===== config.mk =====
export PLATFORM = sky130hd
export DESIGN_NAME = scfl_alu
export DESIGN_NICKNAME = d
export VERILOG_FILES = /design/src/rtl/scfl_pkg.sv /design/src/rtl/scfl_alu.sv
export SDC_FILE = /design/constraint.sdc
export NUM_CORES = 1
export LEC_CHECK = 0
export BUFFER_PORTS_ARGS = -buffer_cell sky130_fd_sc_hd__buf_2
export CORE_ASPECT_RATIO = 1.5
export CORE_MARGIN = 2
export CORE_UTILIZATION = 50
export DETAILED_ROUTE_END_ITERATION = 10
export PLACE_DENSITY = 0.95
export SLEW_MARGIN = 30
export SYNTH_ARGS = -nofsm -noshare
export SYNTH_HDL_FRONTEND = slang
export SYNTH_SLANG_ARGS = --single-unit
export TNS_END_PERCENT = 5

===== constraint.sdc =====
create_clock -name vclk -period 7.2
set_input_delay 0 -clock vclk [all_inputs]
set_output_delay 0 -clock vclk [all_outputs]
set_load 0.02 [all_outputs]

===== src/rtl/scfl_pkg.sv =====
// Shared types and constants of the size-class free-list allocator.
`default_nettype none
package scfl_pkg;

    localparam int unsigned OFF_W = 16;
    localparam int unsigned SUM_W = 18;

    localparam logic [2:0] ST_OK          = 3'd0;
    localparam logic [2:0] ST_TOO_LARGE   = 3'd1;
    localparam logic [2:0] ST_EXHAUSTED   = 3'd2;
    localparam logic [2:0] ST_DOUBLE_FREE = 3'd3;
    localparam logic [2:0] ST_BAD_POINTER = 3'd4;

    localparam logic FUNC_ALLOC = 1'b0;
    localparam logic FUNC_FREE  = 1'b1;

    typedef struct packed {
        logic             func;
        logic [OFF_W-1:0] alloc_size;
        logic [OFF_W-1:0] pointer_in;
    } t_req;

    typedef struct packed {
        logic [OFF_W-1:0] pointer_out;
        logic [2:0]       status;
    } t_result;

    typedef struct packed {
        logic [SUM_W-1:0] a;
        logic [SUM_W-1:0] b;
        logic [SUM_W-1:0] limit;
    } t_alu_op;

    typedef struct packed {
        logic [SUM_W-1:0] sum;
        logic             gt;
    } t_alu_res;

    typedef enum logic [3:0] {
        S_IDLE,
        S_A_CLS,
        S_A_HEAD,
        S_A_HDR,
        S_A_LINK,
        S_F_CHK,
        S_F_HDR,
        S_F_HEAD,
        S_F_MARK
    } t_state;

endpackage
`default_nettype wire


===== src/rtl/scfl_alu.sv =====
// Shared adder and limit compare used by the bump, pointer and header checks of the sequencer.
`default_nettype none
module scfl_alu (
    input  wire scfl_pkg::t_alu_op  i_op,
    output scfl_pkg::t_alu_res      o_res
);
    logic [scfl_pkg::SUM_W-1:0] sum;

    assign sum       = i_op.a + i_op.b;
    assign o_res.sum = sum;
    assign o_res.gt  = sum > i_op.limit;
endmodule
`default_nettype wire


==> reports/metrics.cfg <==
[die]
dieHeight_um = 64.9
ios = 73
die_w_um = 44.6
core_area_mm2 = 0.00239
start_util_pct = 51.7
rows = 22
dieArea_mm2 = 0.00290

[finish]
n_fill_cell = 207
stdcell_area_mm2 = 0.00163
area.sequential_um2 = 0
n_antenna_cell = 0
fin_nets = 325
clock_buffers = 0
mostFrequentLayoutCells = 73 x buf_2, 35 x ha_1, 21 x inv_1, 19 x a21oi_1, 17 x a21o_1
layout_commonest_cell = buf_2
drive_above_1_share_pct = 34.8
syn_to_final_growth_pct = 31.5
nFlopsAndLatches = 0

[power]
power_frac_seq_pct = 0
p_leak_nw = 0.987
power.switching_mw = 0.116
internal_power_mw = 0.0873
peakVddDrop_uv = 67.1
cellPowerDensity_mw_per_mm2 = 125
switching_share_pct = 57.1
pwr-share-clk_pct = 0
combPwrFrac_pct = 100.0
power.total_mw = 0.204

[global_route]
grt-ovfl-total = 0
grt_pass1_vias = 1389
antenna_found_initial = 0
grt_max_degree = 8
grtUsageTotal_pct = 22.0
grt_pass1_wl_um = 5170

[synth]
synth_compound_gate_area_share_pct = 33.7
synth_cells = 161
synth_area_mm2 = 0.00124
avgSynthCellArea_um2 = 7.69
synth-simple-area-share_pct = 11.2
yosysWarnings = 0
synthAdderAreaFrac_pct = 37.0
syn_nets = 251
synth_top_family_by_area = adder cells
synth_xor_area_share_pct = 11.3
yosysSeqAreaShare_pct = 0
muxShareOfSynthArea_pct = 0
synth_cell_types = 33

[timing]
tightest_slew_ns = 0.510
fin_tns_setup_ns = 0
maxSlewHeadroom_pct = 65.6
rsz0062_at_grt = false
finalSetupViolations = 0
finalCritPeriodShare_pct = 41.4
hold_viol = 0
hold_ws_ns = 0.358
setup_ws_ns = 4.22
fin_crit_ns = 2.98
maxSlewViolCount = 0
fmax_ghz = 0.336

[critical_path]
cp.required_ns = 7.20
startpoint_type = input pin
cp_max_fo = 4
worstSetupPathType = in -> out
end_kind = output port
arrival_ns = 2.98

[detailed_routing]
drt_iter0_markers = 18
drc = 0
vias = 1470
dr.pass1.iters = 4
finalWirelength_um = 3160
wl_per_cell_um = 12.3
vias_per_cell = 5.72
ant_nets = 0

[hold_path]
hp-class = in -> out
min_path_cells = 3

[clock_tree]
cts_resized = 0
postCtsSetupBuffers = 0
cts_hold_buf = 0

[placement]
hpwlAfterDp_um = 2920
gp_congestion = 0.880
dpl_cell_area_mm2 = 0.00163
pre_cts_ws_ns = 4.19
numPortBuffers = 73

[run_status]
status = finished clean

[flow_run]
drv_cap = 0

[power groups by stage]
stage	clock (mW)	sequential (mW)	combinational [mW]
2_1_floorplan	0	0	0.143
3_3_place_gp	0	0	0.199
3_5_place_dp	0	0	0.204
4_1_cts	0	0	0.205
5_1_grt	0	0	0.226
6_report	0	0	0.204
[kinds of logic after synthesis]
logic type / after synthesis
AOI/OAI and AO/OA: 60
adders and majority gates: 36
and+or+nand+nor: 27
buffers and inverters: 22
xor gates and xnor gates: 16
[Yosys cell counts]
cell | count | area [um2]
a211oi_2 | 1 | 12.5
xor2_1 | 5 | 43.8
o21bai_1 | 2 | 15.0
buf_2 | 1 | 5.00
nand2b_1 | 1 | 6.26
inv_1 | 21 | 78.8
a21oi_1 | 19 | 95.1
a21oi_2 | 1 | 8.76
o31ai_1 | 1 | 7.51
fa_1 | 1 | 20.0
o311ai_0 | 1 | 8.76
nand3_1 | 4 | 20.0
a221oi_2 | 1 | 15.0
a211o_2 | 1 | 10.0
a221oi_1 | 1 | 8.76
nor2_1 | 5 | 18.8
o211ai_2 | 1 | 12.5
a41oi_1 | 1 | 8.76
and4_1 | 1 | 8.76
ha_1 | 35 | 438
or3_1 | 1 | 6.26
a31oi_1 | 2 | 12.5
o21ai_1 | 3 | 15.0
nand4_1 | 6 | 37.5
nor2b_1 | 1 | 6.26
a21o_1 | 17 | 128
and3_1 | 2 | 12.5
a31oi_2 | 1 | 12.5
o21ai_2 | 1 | 8.76
xnor2_1 | 11 | 96.3
o31ai_2 | 1 | 12.5
nand2_1 | 6 | 22.5
o21ai_0 | 5 | 25.0
[final cells by class]
type | instances | area (um2) | share of cell area (%)
repair buffers | 73 | 365 | 22.4
inverters | 21 | 78.8 | 4.84
multi-input cells | 139 | 1150 | 70.9
well taps | 24 | 30.0 | 1.84
[stage by stage]
step           cells  util (%)
4_1_cts          257      68.0
3_3_place_gp     257      68.0
2_1_floorplan    161         -
5_1_grt          257      68.0
3_5_place_dp     257      68.0
6_report         257      68.0
[final timing paths]
check / end / slack [ns] / start
worst min-delay path: o_res[1] / 0.36 / i_op[36]
worst max-delay path: o_res[0] / 4.22 / i_op[18]
[critical path, stage by stage]
cell      delay (ns)
buf_2           0.10
ha_1            0.23
fa_1            0.41
a21o_1          0.22
a221oi_2        0.30
o21ai_2         0.15
a211oi_2        0.26
o31ai_2         0.08
xnor2_1         0.15
ha_1            0.18
a21o_1          0.17
a21o_1          0.16
a21oi_1         0.13
o21ai_0         0.09
a21oi_1         0.12
a41oi_1         0.05
buf_2           0.17
[routing by layer]
metal  routed length (um)  up-vias  track usage (%)
met1                 1110      669             22.0
met5                    0        -                0
met2                 1850       51             46.2
li1                     -      746                -
met3                  172        4             1.39
met4                   25        0             3.41
No activity file was read; power rests on OpenSTA's default activity.
