--- src/rtl/scfl_pkg.sv ---
// Shared types and constants of the size-class free-list allocator.
`default_nettype none
package scfl_pkg;

    localparam int unsigned OFF_W = 16;
    localparam int unsigned SUM_W = 18;

    localparam logic [2:0] ST_OK          = 3'd0;
    localparam logic [2:0] ST_TOO_LARGE   = 3'd1;
    localparam logic [2:0] ST_EXHAUSTED   = 3'd2;
    localparam logic [2:0] ST_DOUBLE_FREE = 3'd3;
    localparam logic [2:0] ST_BAD_POINTER = 3'd4;

    localparam logic FUNC_ALLOC = 1'b0;
    localparam logic FUNC_FREE  = 1'b1;

    typedef struct packed {
        logic             func;
        logic [OFF_W-1:0] alloc_size;
        logic [OFF_W-1:0] pointer_in;
    } t_req;

    typedef struct packed {
        logic [OFF_W-1:0] pointer_out;
        logic [2:0]       status;
    } t_result;

    typedef struct packed {
        logic [SUM_W-1:0] a;
        logic [SUM_W-1:0] b;
        logic [SUM_W-1:0] limit;
    } t_alu_op;

    typedef struct packed {
        logic [SUM_W-1:0] sum;
        logic             gt;
    } t_alu_res;

    typedef enum logic [3:0] {
        S_IDLE,
        S_A_CLS,
        S_A_HEAD,
        S_A_HDR,
        S_A_LINK,
        S_F_CHK,
        S_F_HDR,
        S_F_HEAD,
        S_F_MARK
    } t_state;

endpackage
`default_nettype wire

--- src/rtl/scfl_ctrl.sv ---
// Sequencer: request decode, list pop/push, bump allocation, status.
`default_nettype none
module scfl_ctrl #(
    parameter int unsigned HEAP_BYTES   = 65536,
    parameter int unsigned NUM_CLASSES  = 63,
    parameter int unsigned HEADER_BYTES = 32,
    parameter int unsigned SLOTS        = HEAP_BYTES / 8,
    parameter int unsigned SW           = $clog2(SLOTS),
    parameter int unsigned CW           = (NUM_CLASSES > 1) ? $clog2(NUM_CLASSES) : 1,
    parameter int unsigned BW           = $clog2(HEAP_BYTES + 1)
) (
    input  wire logic                i_clk,
    input  wire logic                i_rst_n,
    input  wire logic                i_start,
    output logic                     o_busy,
    input  wire scfl_pkg::t_req      i_req,
    output logic                     o_valid,
    output scfl_pkg::t_result        o_result,
    output scfl_pkg::t_alu_op        o_alu,
    input  wire scfl_pkg::t_alu_res  i_alu,
    output logic                     o_heap_we,
    output logic [SW-1:0]            o_heap_addr,
    output logic [15:0]              o_heap_wdata,
    input  wire logic [15:0]         i_heap_rdata,
    output logic                     o_head_we,
    output logic [CW-1:0]            o_head_addr,
    output logic [15:0]              o_head_wdata,
    input  wire logic [15:0]         i_head_rdata
);
    localparam int unsigned SUM_W = scfl_pkg::SUM_W;

    scfl_pkg::t_state  r_state, n_state;
    scfl_pkg::t_req    r_req, n_req;
    scfl_pkg::t_result r_result, n_result;
    logic              r_valid, n_valid;
    logic [CW-1:0]     r_cls, n_cls;
    logic [15:0]       r_head, n_head;
    logic [15:0]       r_hdr, n_hdr;
    logic [BW-1:0]     r_bump, n_bump;
    logic [NUM_CLASSES-1:0] r_head_vld, n_head_vld;

    logic [13:0] k_raw, k;
    logic        too_large;
    logic [15:0] head_q;
    logic [15:0] h_off;
    logic        hdr_bad;
    logic        ptr_bad;

    assign k_raw     = 14'((17'(r_req.alloc_size) + 17'd7) >> 3);
    assign k         = (k_raw == 14'd0) ? 14'd1 : k_raw;
    assign too_large = k > 14'(NUM_CLASSES);
    assign head_q    = r_head_vld[r_cls] ? i_head_rdata : 16'd0;
    assign h_off     = r_req.pointer_in - 16'd8;
    assign ptr_bad   = (r_req.pointer_in[2:0] != 3'd0) ||
                       (17'(r_req.pointer_in) < 17'(HEADER_BYTES + 8)) || i_alu.gt;
    assign hdr_bad   = (i_heap_rdata == 16'd0) || (i_heap_rdata[2:0] != 3'd0) ||
                       (i_heap_rdata[15:3] > 13'(NUM_CLASSES)) || i_alu.gt;

    always_ff @(posedge i_clk) begin
        if (!i_rst_n) begin
            r_state    <= scfl_pkg::S_IDLE;
            r_valid    <= 1'b0;
            r_bump     <= BW'(HEADER_BYTES);
            r_head_vld <= '0;
        end else begin
            r_state    <= n_state;
            r_valid    <= n_valid;
            r_bump     <= n_bump;
            r_head_vld <= n_head_vld;
        end
        r_req    <= n_req;
        r_result <= n_result;
        r_cls    <= n_cls;
        r_head   <= n_head;
        r_hdr    <= n_hdr;
    end

    always_comb begin
        n_state = r_state;
        case (r_state)
            scfl_pkg::S_IDLE: begin
                if (i_start) begin
                    n_state = (i_req.func == scfl_pkg::FUNC_FREE) ? scfl_pkg::S_F_CHK
                                                                  : scfl_pkg::S_A_CLS;
                end
            end
            scfl_pkg::S_A_CLS:  n_state = too_large ? scfl_pkg::S_IDLE : scfl_pkg::S_A_HEAD;
            scfl_pkg::S_A_HEAD: n_state = (head_q != 16'd0) ? scfl_pkg::S_A_HDR
                                                            : scfl_pkg::S_IDLE;
            scfl_pkg::S_A_HDR:  n_state = scfl_pkg::S_A_LINK;
            scfl_pkg::S_A_LINK: n_state = scfl_pkg::S_IDLE;
            scfl_pkg::S_F_CHK:  n_state = ptr_bad ? scfl_pkg::S_IDLE : scfl_pkg::S_F_HDR;
            scfl_pkg::S_F_HDR: begin
                n_state = (i_heap_rdata[0] || hdr_bad) ? scfl_pkg::S_IDLE
                                                       : scfl_pkg::S_F_HEAD;
            end
            scfl_pkg::S_F_HEAD: n_state = scfl_pkg::S_F_MARK;
            scfl_pkg::S_F_MARK: n_state = scfl_pkg::S_IDLE;
            default:            n_state = scfl_pkg::S_IDLE;
        endcase
    end

    always_comb begin
        n_req        = r_req;
        n_result     = r_result;
        n_valid      = 1'b0;
        n_cls        = r_cls;
        n_head       = r_head;
        n_hdr        = r_hdr;
        n_bump       = r_bump;
        n_head_vld   = r_head_vld;
        o_alu        = '0;
        o_heap_we    = 1'b0;
        o_heap_addr  = '0;
        o_heap_wdata = '0;
        o_head_we    = 1'b0;
        o_head_addr  = r_cls;
        o_head_wdata = '0;
        case (r_state)
            scfl_pkg::S_IDLE: begin
                if (i_start) begin
                    n_req = i_req;
                end
            end
            scfl_pkg::S_A_CLS: begin
                o_head_addr = CW'(k - 14'd1);
                n_cls       = CW'(k - 14'd1);
                if (too_large) begin
                    n_valid  = 1'b1;
                    n_result = '{pointer_out: 16'd0, status: scfl_pkg::ST_TOO_LARGE};
                end
            end
            scfl_pkg::S_A_HEAD: begin
                o_alu.a     = SUM_W'(r_bump);
                o_alu.b     = SUM_W'({k + 14'd1, 3'b000});
                o_alu.limit = SUM_W'(HEAP_BYTES);
                n_head      = head_q;
                if (head_q != 16'd0) begin
                    o_heap_addr = head_q[SW+2:3];
                end else begin
                    n_valid = 1'b1;
                    if (i_alu.gt) begin
                        n_result = '{pointer_out: 16'd0, status: scfl_pkg::ST_EXHAUSTED};
                    end else begin
                        o_heap_we    = 1'b1;
                        o_heap_addr  = r_bump[SW+2:3];
                        o_heap_wdata = 16'({k, 3'b000});
                        n_result     = '{pointer_out: 16'(SUM_W'(r_bump) + SUM_W'(8)),
                                         status: scfl_pkg::ST_OK};
                        n_bump       = BW'(i_alu.sum);
                    end
                end
            end
            scfl_pkg::S_A_HDR: begin
                n_hdr       = i_heap_rdata;
                o_heap_addr = SW'(r_head[15:3] + 13'd1);
            end
            scfl_pkg::S_A_LINK: begin
                o_head_we         = 1'b1;
                o_head_wdata      = i_heap_rdata;
                n_head_vld[r_cls] = 1'b1;
                o_heap_we         = 1'b1;
                o_heap_addr       = r_head[SW+2:3];
                o_heap_wdata      = r_hdr & 16'hFFFE;
                n_valid           = 1'b1;
                n_result          = '{pointer_out: r_head + 16'd8, status: scfl_pkg::ST_OK};
            end
            scfl_pkg::S_F_CHK: begin
                o_alu.a     = SUM_W'(r_req.pointer_in);
                o_alu.b     = SUM_W'(1);
                o_alu.limit = SUM_W'(r_bump);
                o_heap_addr = h_off[SW+2:3];
                if (ptr_bad) begin
                    n_valid  = 1'b1;
                    n_result = '{pointer_out: 16'd0, status: scfl_pkg::ST_BAD_POINTER};
                end
            end
            scfl_pkg::S_F_HDR: begin
                o_alu.a     = SUM_W'(r_req.pointer_in);
                o_alu.b     = SUM_W'(i_heap_rdata);
                o_alu.limit = SUM_W'(r_bump);
                n_hdr       = i_heap_rdata;
                o_head_addr = CW'(i_heap_rdata[15:3] - 13'd1);
                n_cls       = CW'(i_heap_rdata[15:3] - 13'd1);
                if (i_heap_rdata[0]) begin
                    n_valid  = 1'b1;
                    n_result = '{pointer_out: 16'd0, status: scfl_pkg::ST_DOUBLE_FREE};
                end else if (hdr_bad) begin
                    n_valid  = 1'b1;
                    n_result = '{pointer_out: 16'd0, status: scfl_pkg::ST_BAD_POINTER};
                end
            end
            scfl_pkg::S_F_HEAD: begin
                o_heap_we    = 1'b1;
                o_heap_addr  = r_req.pointer_in[SW+2:3];
                o_heap_wdata = head_q;
            end
            scfl_pkg::S_F_MARK: begin
                o_heap_we         = 1'b1;
                o_heap_addr       = h_off[SW+2:3];
                o_heap_wdata      = r_hdr | 16'h0001;
                o_head_we         = 1'b1;
                o_head_wdata      = h_off;
                n_head_vld[r_cls] = 1'b1;
                n_valid           = 1'b1;
                n_result          = '{pointer_out: 16'd0, status: scfl_pkg::ST_OK};
            end
            default: begin
                n_valid = 1'b0;
            end
        endcase
    end

    assign o_busy   = r_state != scfl_pkg::S_IDLE;
    assign o_valid  = r_valid;
    assign o_result = r_result;
endmodule
`default_nettype wire

--- config.mk ---
export PLATFORM = sky130hd
export DESIGN_NAME = scfl_ctrl
export DESIGN_NICKNAME = d
export VERILOG_FILES = /design/src/rtl/scfl_pkg.sv /design/src/rtl/scfl_ctrl.sv
export SDC_FILE = /design/constraint.sdc
export NUM_CORES = 1
export LEC_CHECK = 0
export BUFFER_PORTS_ARGS = -buffer_cell sky130_fd_sc_hd__buf_4
export CAP_MARGIN = 40
export CELL_PAD_IN_SITES_DETAIL_PLACEMENT = 0
export CELL_PAD_IN_SITES_GLOBAL_PLACEMENT = 1
export CORE_MARGIN = 2
export CORE_UTILIZATION = 30
export DETAILED_ROUTE_END_ITERATION = 6
export PLACE_DENSITY_LB_ADDON = 0.15
export SLEW_MARGIN = 20
export SYNTH_ARGS = -nofsm -noshare
export SYNTH_HDL_FRONTEND = slang
export SYNTH_SLANG_ARGS = --single-unit
--- constraint.sdc ---
create_clock -name i_clk -period 4 [get_ports i_clk]
set_input_delay 0.2 -clock i_clk [delete_from_list [all_inputs] [get_ports i_clk]]
set_output_delay 0.2 -clock i_clk [all_outputs]
set_load 0.03 [all_outputs]
==> results of run 1 <==
[cell usage after synthesis (4+ instances only)]
cell | instances | area (um^2)
o22ai_1 | 15 | 93.8
a22o_1 | 27 | 236
nand2_1 | 123 | 462
xor2_1 | 30 | 263
mux4_2 | 6 | 135
buf_2 | 9 | 45.0
nand3b_1 | 10 | 75.1
edfxtp_1 | 82 | 2460
and3_1 | 12 | 75.1
a22oi_1 | 10 | 75.1
dfxtp_1 | 91 | 1820
o21ai_0 | 47 | 235
nand4_1 | 12 | 75.1
a21oi_1 | 27 | 135
or3_1 | 4 | 25.0
nor2_1 | 122 | 458
inv_1 | 28 | 105
and2_1 | 20 | 125
o21a_1 | 61 | 458
nor4_1 | 17 | 106
nor2b_1 | 13 | 81.3
mux2i_1 | 29 | 290
o311ai_0 | 5 | 43.8
a221o_1 | 15 | 150
buf_4 | 6 | 45.0
ha_1 | 4 | 50.1
nand2b_1 | 8 | 50.1
o221ai_1 | 16 | 140
xnor2_1 | 29 | 254
clkbuf_1 | 59 | 221
nor3b_1 | 7 | 52.6
nand3_1 | 22 | 110
nor3_1 | 10 | 50.1
[per-layer routing]
layer / vias up / routed length (um) / share of wire / global-route usage
met3: 33 / 1970 / 0.056 / 0.0381
met1: 4134 / 16700 / 0.47 / 0.298
met5: - / 0 / 0 / 0
met2: 265 / 16000 / 0.45 / 0.334
li1: 4165 / - / - / -
met4: 0 / 542 / 0.015 / 0.0514
[final timing paths]
path	depth (start not counted)	to	slack [ns]	start
worst max-delay path	10	o_heap_addr[12]	0.26	r_req[3]$_DFFE_PP_
worst min-delay path	3	r_bump[6]$_SDFFE_PN0P_	0.01	i_alu[7]
worst max register to register	10	r_bump[8]$_SDFFE_PN0P_	0.84	r_cls[1]$_DFF_P_
worst min register to register	2	r_head_vld[30]$_SDFFE_PN0P_	0.46	r_head_vld[30]$_SDFFE_PN0P_
[cells by family (layout without fill, tap and decap cells)]
family                     after synthesis  after routing  share of synthesized area
other                                    1              3                   0.000396
xor gates and xnor gates                59             59                     0.0546
muxes                                   38             38                     0.0485
adders and majority gates                4              4                    0.00529
AOI/OAI and AO/OA                      255            255                      0.193
DFF                                    173            173                      0.453
and+or+nand+nor                        393            393                      0.197
buffers and inverters                  106            345                     0.0481
[registers in the layout, summed over array words and instances (netlist names)]
| name | cells |
|---|---|
| r_head | 16 |
| r_state | 4 |
| r_head_vld | 63 |
| r_req | 32 |
| o_result | 19 |
| r_hdr | 15 |
| r_bump | 17 |
| r_cls | 6 |
| o_valid | 1 |
[metrics by stage]
| stage | instance area [um^2] | total power, mW | hold WS, ns | utilization | setup slack (ns) |
|---|---|---|---|---|---|
| after floorplan | 9470 | 2.76 | 0.299 | - | 0.710 |
| after global placement | 11400 | 3.18 | 0.380 | 0.363 | 0.497 |
| after detailed placement | 11400 | 3.18 | 0.379 | 0.364 | 0.486 |
| after CTS | 12600 | 5.04 | 0.00114 | 0.401 | 0.0965 |
| after global routing | 12600 | 5.21 | 0.00891 | 0.401 | 0.0135 |
| final | 12600 | 4.99 | 0.0117 | 0.401 | 0.264 |
[worst max-delay path, cell delays in order, from the launching register on]
cell	delay (ns)
edfxtp_1	0.58
inv_1	0.12
ha_1	0.22
nor3b_1	0.42
nand2b_1	0.22
nor4_2	0.44
nand2_1	0.12
xor2_1	0.33
o221ai_1	0.16
a221o_1	0.31
buf_4	0.17
[cells in the final DEF (no fill, tap or decap), types with 30 or more instances in the layout]
master           n
dlygate4sd3_1   49
dfxtp_1         89
nand2_1        123
nor2_1         121
buf_4          233
o21a_1          61
xor2_1          30
edfxtp_1        82
o21ai_0         47
[cell type report]
cell class	count	area [um^2]	area share
Clock buffer	17	425	0.0339
Multi-Input combinational cell	752	4740	0.378
Timing Repair Buffer	285	2290	0.182
Inverter	28	105	0.00837
Tap cell	402	503	0.0400
Sequential cell	173	4290	0.341
Clock inverter	15	208	0.0165
[what timing repair did]
action,4_1_cts,5_1_grt
setup endpoints to repair,1,24
buffers inserted,3,0
gates resized for setup,0,2
hold buffers,49,0
pin swaps,1,0
hold endpoints to repair,49,0
[report_power, final]
group          leakage (nW)  total, mW  internal [mW]  switching [mW]
registers              1.51       2.10           1.96           0.149
clock network         0.300       1.77          0.872           0.896
logic                  3.06       1.12          0.457           0.664
total                  4.87       4.99           3.28            1.71
==> impl_metrics.yaml, run 1 <==
outcome:
  status: "finished, final reports clean"
timing:
  fmax_mhz: 268
  final_max_slew_viol_count: 0
  period_share: 0.934
  final-hold-violation-count: 0
  layout_min_cycle_time_ns: 3.74
  setup_viol: 0
  finClkSkew_ns: 0.0193
  maxSlewHeadroom: 0.424
  rsz0062_at_grt: "no"
  worst_slew_pin_slew_ns: 0.864
  tns_ns: 0
cts:
  cts_max_level: 4
  clk_pin_slew_ns: 0.08
  cts_buffers: 17
  clock_latency_ns: 0.45
  cts_tree: "yes"
  clockBufferDepth: 2
  clock_sinks: 173
  clock-root-buffer: "clkbuf_16"
synthesis:
  synth_cell_type_count: 67
  syn_area_per_cell_um2: 9.19
  synth_seq_cells: 173
  synthCells: 1029
  synth_edf_count: 82
  synthFlopType: "dfxtp_1"
  yosysWarnings: 0
  async_flop_share: 0
  synth_area_mm2: 0.00946
  yosysSeqAreaShare: 0.453
grt:
  grt_pass1_vias: 8276
  grt_usage: 0.211
  overflow: 0
  grt_pass1_wl_um: 52400
  grt_max_degree: 62
  antenna_found_initial: 0
layout:
  num-nets-final: 1348
  syn_to_final_growth_pct: 32.8
  diodes: 0
  layout-drive-gt1-share: 0.232
  fillers: 3208
  final_cells: 1672
setup_path:
  critPathLaunchType: "flip-flop"
  critical_path_class: "flip-flop to output port"
  crit_required_ns: 3.80
  critPathCaptureType: "output port"
  path_max_fanout: 9
  arrival_ns: 3.54
power_and_ir_drop:
  ir_worst_vdd_v: 0.000261
  power_leakage_nw: 4.87
  power.density_mw_per_mm2: 398
floorplan:
  die_width_um: 182
  die_h_um: 182
  die_area_mm2: 0.0330
  coreArea_mm2: 0.0313
  ios: 215
  rows: 65
  initial_core_util: 0.302
routing:
  avgRoutedWirePerCell_um: 21.0
  firstDrtPassIters: 5
  vias_per_cell: 5.14
  via_count: 8597
  drt.antenna.violating_nets: 0
  routed_wl_um: 35200
  drt-initial-drc-count: 584
  drc: 0
worst_hold_path:
  hold_path_class: "primary input to flip-flop"
placement:
  hpwl_um: 26600
  dpl.cell_count: 1587
  port_buffers: 210
  finalWeightedCongestion: 0.851
job:
  drv_cap: 0
Power figures use the tool's default switching activity.
==> inputs of run 2 (changes only) <==
clock period = 3.4 ns   (was 4 ns; I/O delays follow)
==> impl_metrics.yaml, run 2 (synthesis results as in run 1) <==
outcome:
  status: "finished, final reports clean"
grt:
  grt_pass1_vias: 8192
  grt_usage: 0.212
  grt_max_degree: 63
  antenna_found_initial: 0
  grt_pass1_wl_um: 52500
  overflow: 0
timing:
  rsz0062_at_grt: "no"
  setup_ws_ns: 0.127
  worst_slew_pin_slew_ns: 0.782
  layout_min_cycle_time_ns: 3.27
  finClkSkew_ns: 0.0251
  setup_viol: 0
  final-hold-violation-count: 0
  tns_ns: 0
  final_max_slew_viol_count: 0
  period_share: 0.963
  maxSlewHeadroom: 0.477
  whs_ns: 0.0596
  fmax_mhz: 306
layout:
  design_area_mm2: 0.0129
  num-nets-final: 1372
  layout-drive-gt1-share: 0.243
  syn_to_final_growth_pct: 36.3
  largest_register_ffs: 63
  final_core_util: 0.412
  regMostFlops: "r_head_vld"
  fillers: 3164
  layout_common_cells: "buf_4, nand2_1, nor2_1, dfxtp_1, edfxtp_1"
  layout_commonest_cell: "buf_4"
  diodes: 0
  final_cells: 1696
power_and_ir_drop:
  ir_worst_vdd_v: 0.000341
  power_leakage_nw: 5.00
  pwr-share-clk: 0.364
  p_sw_frac: 0.347
  total_power_mw: 6.00
  p_seq_frac: 0.410
  power.density_mw_per_mm2: 465
  p_int_mw: 3.92
  p_sw_mw: 2.08
  p_comb_frac: 0.226
setup_path:
  crit_required_ns: 3.23
  path_cells: "mux4_2 > a221o_1 > nand2_1 > o21ai_1 > nor3_4 > buf_12 > nand2b_1 > buf_4 > o221ai_1 > buf_4"
  r2r_slack_ns: 0.57
  timing.rr.end: "r_bump[1]$_SDFFE_PN0P_"
  critPathCaptureType: "output port"
  critical_path_class: "flip-flop to output port"
  cp-startpoint: "r_cls[1]$_DFF_P_"
  endpoint: "o_heap_wdata[7]"
  regToRegStartpoint: "r_cls[1]$_DFF_P_"
  critical-path-max-stage-delay_ns: 0.52
  worst-r2r-cell-count: 9
  critPathLaunchType: "flip-flop"
  critPathSlowestCell: "mux4_2"
  crit_path_frequent_cell: "buf_4"
  path_max_fanout: 15
  arrival_ns: 3.10
cts:
  cts_max_level: 4
  clock_sinks: 173
  clk_pin_slew_ns: 0.08
  clock-root-buffer: "clkbuf_16"
  cts_buffers: 17
  cts_setup_buffers: 0
  clockBufferDepth: 2
  cts_tree: "yes"
  clock_latency_ns: 0.45
placement:
  dpl.cell_count: 1599
  pre_cts_ws_ns: 0.0635
  finalWeightedCongestion: 0.848
  placed_area_mm2: 0.0115
  hpwl_um: 26700
  port_buffers: 210
routing:
  firstDrtPassIters: 5
  drc: 0
  avgRoutedWirePerCell_um: 20.9
  via_count: 8670
  drt.antenna.violating_nets: 0
  routed_wl_um: 35500
  vias_per_cell: 5.11
  drt-initial-drc-count: 717
floorplan:
  initial_core_util: 0.302
  coreArea_mm2: 0.0313
  rows: 65
  die_width_um: 182
  die_h_um: 182
  ios: 215
  die_area_mm2: 0.0330
job:
  drv_cap: 0
worst_hold_path:
  hold_path_class: "primary input to flip-flop"
[run 2: cell count changes in the layout (fill, tap and decap cells not counted), moves of 3 or more]
cell           previous run  this run
buf_4                   233       240
dlygate4sd3_1            49        63
o221ai_1                 16        13
clkinv_8                  5         2
o221ai_2                  0         3
[run 2: what timing repair did]
| action | 4_1_cts | 5_1_grt |
|---|---|---|
| hold buffers | 63 | 0 |
| resized for setup | 11 | 9 |
| setup endpoints to repair | 30 | 29 |
| pin swaps | 0 | 1 |
| gates cloned | 0 | 1 |
| endpoints found under the hold margin | 63 | 0 |
[run 2: worst max-delay path: cells and delay by family, from the launching register on]
family,cells,cell delay (ns)
simple gates,3,0.44
flops,1,0.43
mux,1,0.52
buf+inv,3,0.61
compound gates,3,0.65
[run 2: per-layer routing]
metal	GRT usage	part of all wire	wire length, um	vias up
li1	-	-	-	4220
met1	0.302	0.47	16800	4121
met2	0.338	0.45	16100	300
met3	0.0335	0.056	1990	29
met4	0.0459	0.018	629	0
met5	0	0	0	-
[run 2: power by group through the flow]
stage          logic (mW)  clock network [mW]  registers (mW)
2_1_floorplan       0.818                   0            2.43
3_3_place_gp         1.28                   0            2.50
3_5_place_dp         1.27                   0            2.50
4_1_cts              1.35                2.23            2.46
5_1_grt              1.46                2.33            2.48
6_report             1.36                2.18            2.46
[run 2: cell type report]
class	count	area [um^2]	area share
Sequential cell	173	4290	0.333
Clock buffer	17	425	0.0330
Multi-Input combinational cell	753	4810	0.373
Timing Repair Buffer	308	2530	0.197
Inverter	28	109	0.00844
Clock inverter	15	229	0.0177
Tap cell	402	503	0.0390
[run 2: worst min path at each step]
stage | start | end | slack [ns] | cells after the start
2_1_floorplan | i_heap_rdata[10] | r_hdr[10]$_DFFE_PP_ | 0.27 | 0
3_3_place_gp | i_req[19] | r_req[19]$_DFFE_PP_ | 0.35 | 1
3_5_place_dp | i_req[24] | r_req[24]$_DFFE_PP_ | 0.35 | 1
4_1_cts | i_alu[17] | r_bump[16]$_SDFFE_PN0P_ | 0.07 | 3
5_1_grt | i_alu[17] | r_bump[16]$_SDFFE_PN0P_ | 0.07 | 3
6_report | i_alu[17] | r_bump[16]$_SDFFE_PN0P_ | 0.06 | 3
==> inputs of run 3 (changes only) <==
REMOVE_ABC_BUFFERS = 1   (was default)
==> impl_metrics.yaml, run 3 (synthesis results as in run 1) <==
layout:
  num-nets-final: 1408
  layout_commonest_cell: "buf_4"
  largest_register_ffs: 63
  final_core_util: 0.417
  layout_common_cells: "buf_4, nand2_1, nor2_1, dfxtp_1, edfxtp_1"
  layout-drive-gt1-share: 0.262
  fillers: 3159
  diodes: 0
  regMostFlops: "r_head_vld"
  syn_to_final_growth_pct: 38.2
timing:
  period_share: 0.964
  setup_viol: 0
  maxSlewHeadroom: 0.525
  fmax_mhz: 305
  final-hold-violation-count: 0
  finClkSkew_ns: 0.0148
  worst_slew_pin_slew_ns: 0.706
  final_max_slew_viol_count: 0
  setup_ws_ns: 0.123
  whs_ns: 0.0686
  layout_min_cycle_time_ns: 3.28
setup_path:
  critPathLaunchType: "flip-flop"
  critical_path_class: "flip-flop to output port"
  arrival_ns: 3.11
  path_max_fanout: 7
  critPathCaptureType: "output port"
  crit_required_ns: 3.23
grt:
  busiest_layer: "met2"
  grt_max_degree: 54
  grt_pass1_vias: 8605
  antenna_found_initial: 0
  grt_usage: 0.216
  use_met2: 0.365
  grt_pass1_wl_um: 53600
  grtUsageMet1: 0.281
  overflow: 0
  met3_usage: 0.0385
power_and_ir_drop:
  ir_worst_vdd_v: 0.000348
  pwr-share-clk: 0.332
  p_sw_frac: 0.337
  p_sw_mw: 1.99
  p_int_mw: 3.91
  p_seq_frac: 0.415
  power_leakage_nw: 5.14
  p_comb_frac: 0.253
  power.density_mw_per_mm2: 451
  total_power_mw: 5.90
cts:
  clock-root-buffer: "clkbuf_16"
  clockBufferDepth: 2
  cts_tree: "yes"
  cts_buffers: 17
  cts_max_level: 4
  clock_sinks: 173
  clock_latency_ns: 0.45
  clk_pin_slew_ns: 0.07
routing:
  drt-initial-drc-count: 651
  via_count: 8804
  drt.antenna.violating_nets: 0
  vias_per_cell: 5.08
  avgRoutedWirePerCell_um: 20.9
  firstDrtPassIters: 5
  drc: 0
  routed_wl_um: 36300
floorplan:
  initial_core_util: 0.302
  coreArea_mm2: 0.0313
  die_area_mm2: 0.0330
  die_width_um: 182
  die_h_um: 182
  rows: 65
  ios: 215
placement:
  port_buffers: 210
  hpwl_um: 26900
  pre_cts_ws_ns: 0.0222
  finalWeightedCongestion: 0.833
outcome:
  status: "finished, final reports clean"
job:
  drv_cap: 0
worst_hold_path:
  hold_path_class: "primary input to flip-flop"
## run 3: cell types whose count changed in the layout (fill, tap and decap cells not counted), moves of 3 or more
cell / previous run / this run
clkinv_4: 0 / 3
inv_12: 7 / 0
o221ai_1: 13 / 16
buf_4: 240 / 272
buf_6: 0 / 4
o221ai_2: 3 / 0
## run 3: critical path, stage by stage, from the launching register on
cell and delay (ns):
dfxtp_4 0.42, mux4_2 0.51, a221o_1 0.33, nand2_2 0.09
o21ai_2 0.08, nor3_4 0.28, buf_6 0.20, nand2b_4 0.16
buf_6 0.14, o221ai_1 0.12, buf_4 0.17, buf_4 0.16
## run 3: worst paths after layout
path                                            startpoint                          to  slack [ns]  cells after the start
worst max-delay path                      r_cls[1]$_DFF_P_             o_heap_wdata[5]        0.12                     11
worst min-delay path                       i_head_rdata[0]         r_head[0]$_DFFE_PP_        0.07                      2
worst max register to register            r_cls[1]$_DFF_P_      o_result[14]$_DFFE_PP_        0.65                      8
worst min register to register  r_head_vld[7]$_SDFFE_PN0P_  r_head_vld[7]$_SDFFE_PN0P_        0.47                      1
## run 3: area by class of cell
class | instances | area, um^2 | area share
clock buffer | 17 | 425 | 0.0325
timing repair buffer | 344 | 2780 | 0.213
multi-input combinational | 753 | 4810 | 0.368
sequential | 173 | 4290 | 0.329
inverter | 28 | 105 | 0.00804
tap | 402 | 503 | 0.0385
clock inverter | 15 | 156 | 0.0120
## run 3: stage by stage
step           setup TNS, ns  instances  instance area [um^2]
2_1_floorplan         -24.17        953                  9120
3_3_place_gp               0       1624                 11700
3_5_place_dp               0       1625                 11700
4_1_cts                    0       1723                 13000
5_1_grt              -0.0135       1732                 13100
6_report                   0       1732                 13100
## run 3: repair_timing
item                                   CTS  global route
hold buffers                            64             0
buffers inserted                         2             6
endpoints found under the hold margin   64             0
pin swaps                                1             7
cloned                                   0             3
setup endpoints to repair               30            27
gates resized for setup                  7            15
## run 3: power by group through the flow
stage          combinational [mW]  clock [mW]  sequential [mW]
3_3_place_gp                 1.33           0             2.48
6_report                     1.49        1.96             2.45
5_1_grt                      1.60        2.08             2.46
3_5_place_dp                 1.33           0             2.49
4_1_cts                      1.42        2.00             2.44
2_1_floorplan               0.622           0             2.55
## run 3: metal layers
layer	up-vias	part of all wire	routed length [um]
li1	4283	-	-
met1	4213	0.44	16000
met2	265	0.48	17500
met3	43	0.048	1730
met4	0	0.029	1050
met5	-	0	0
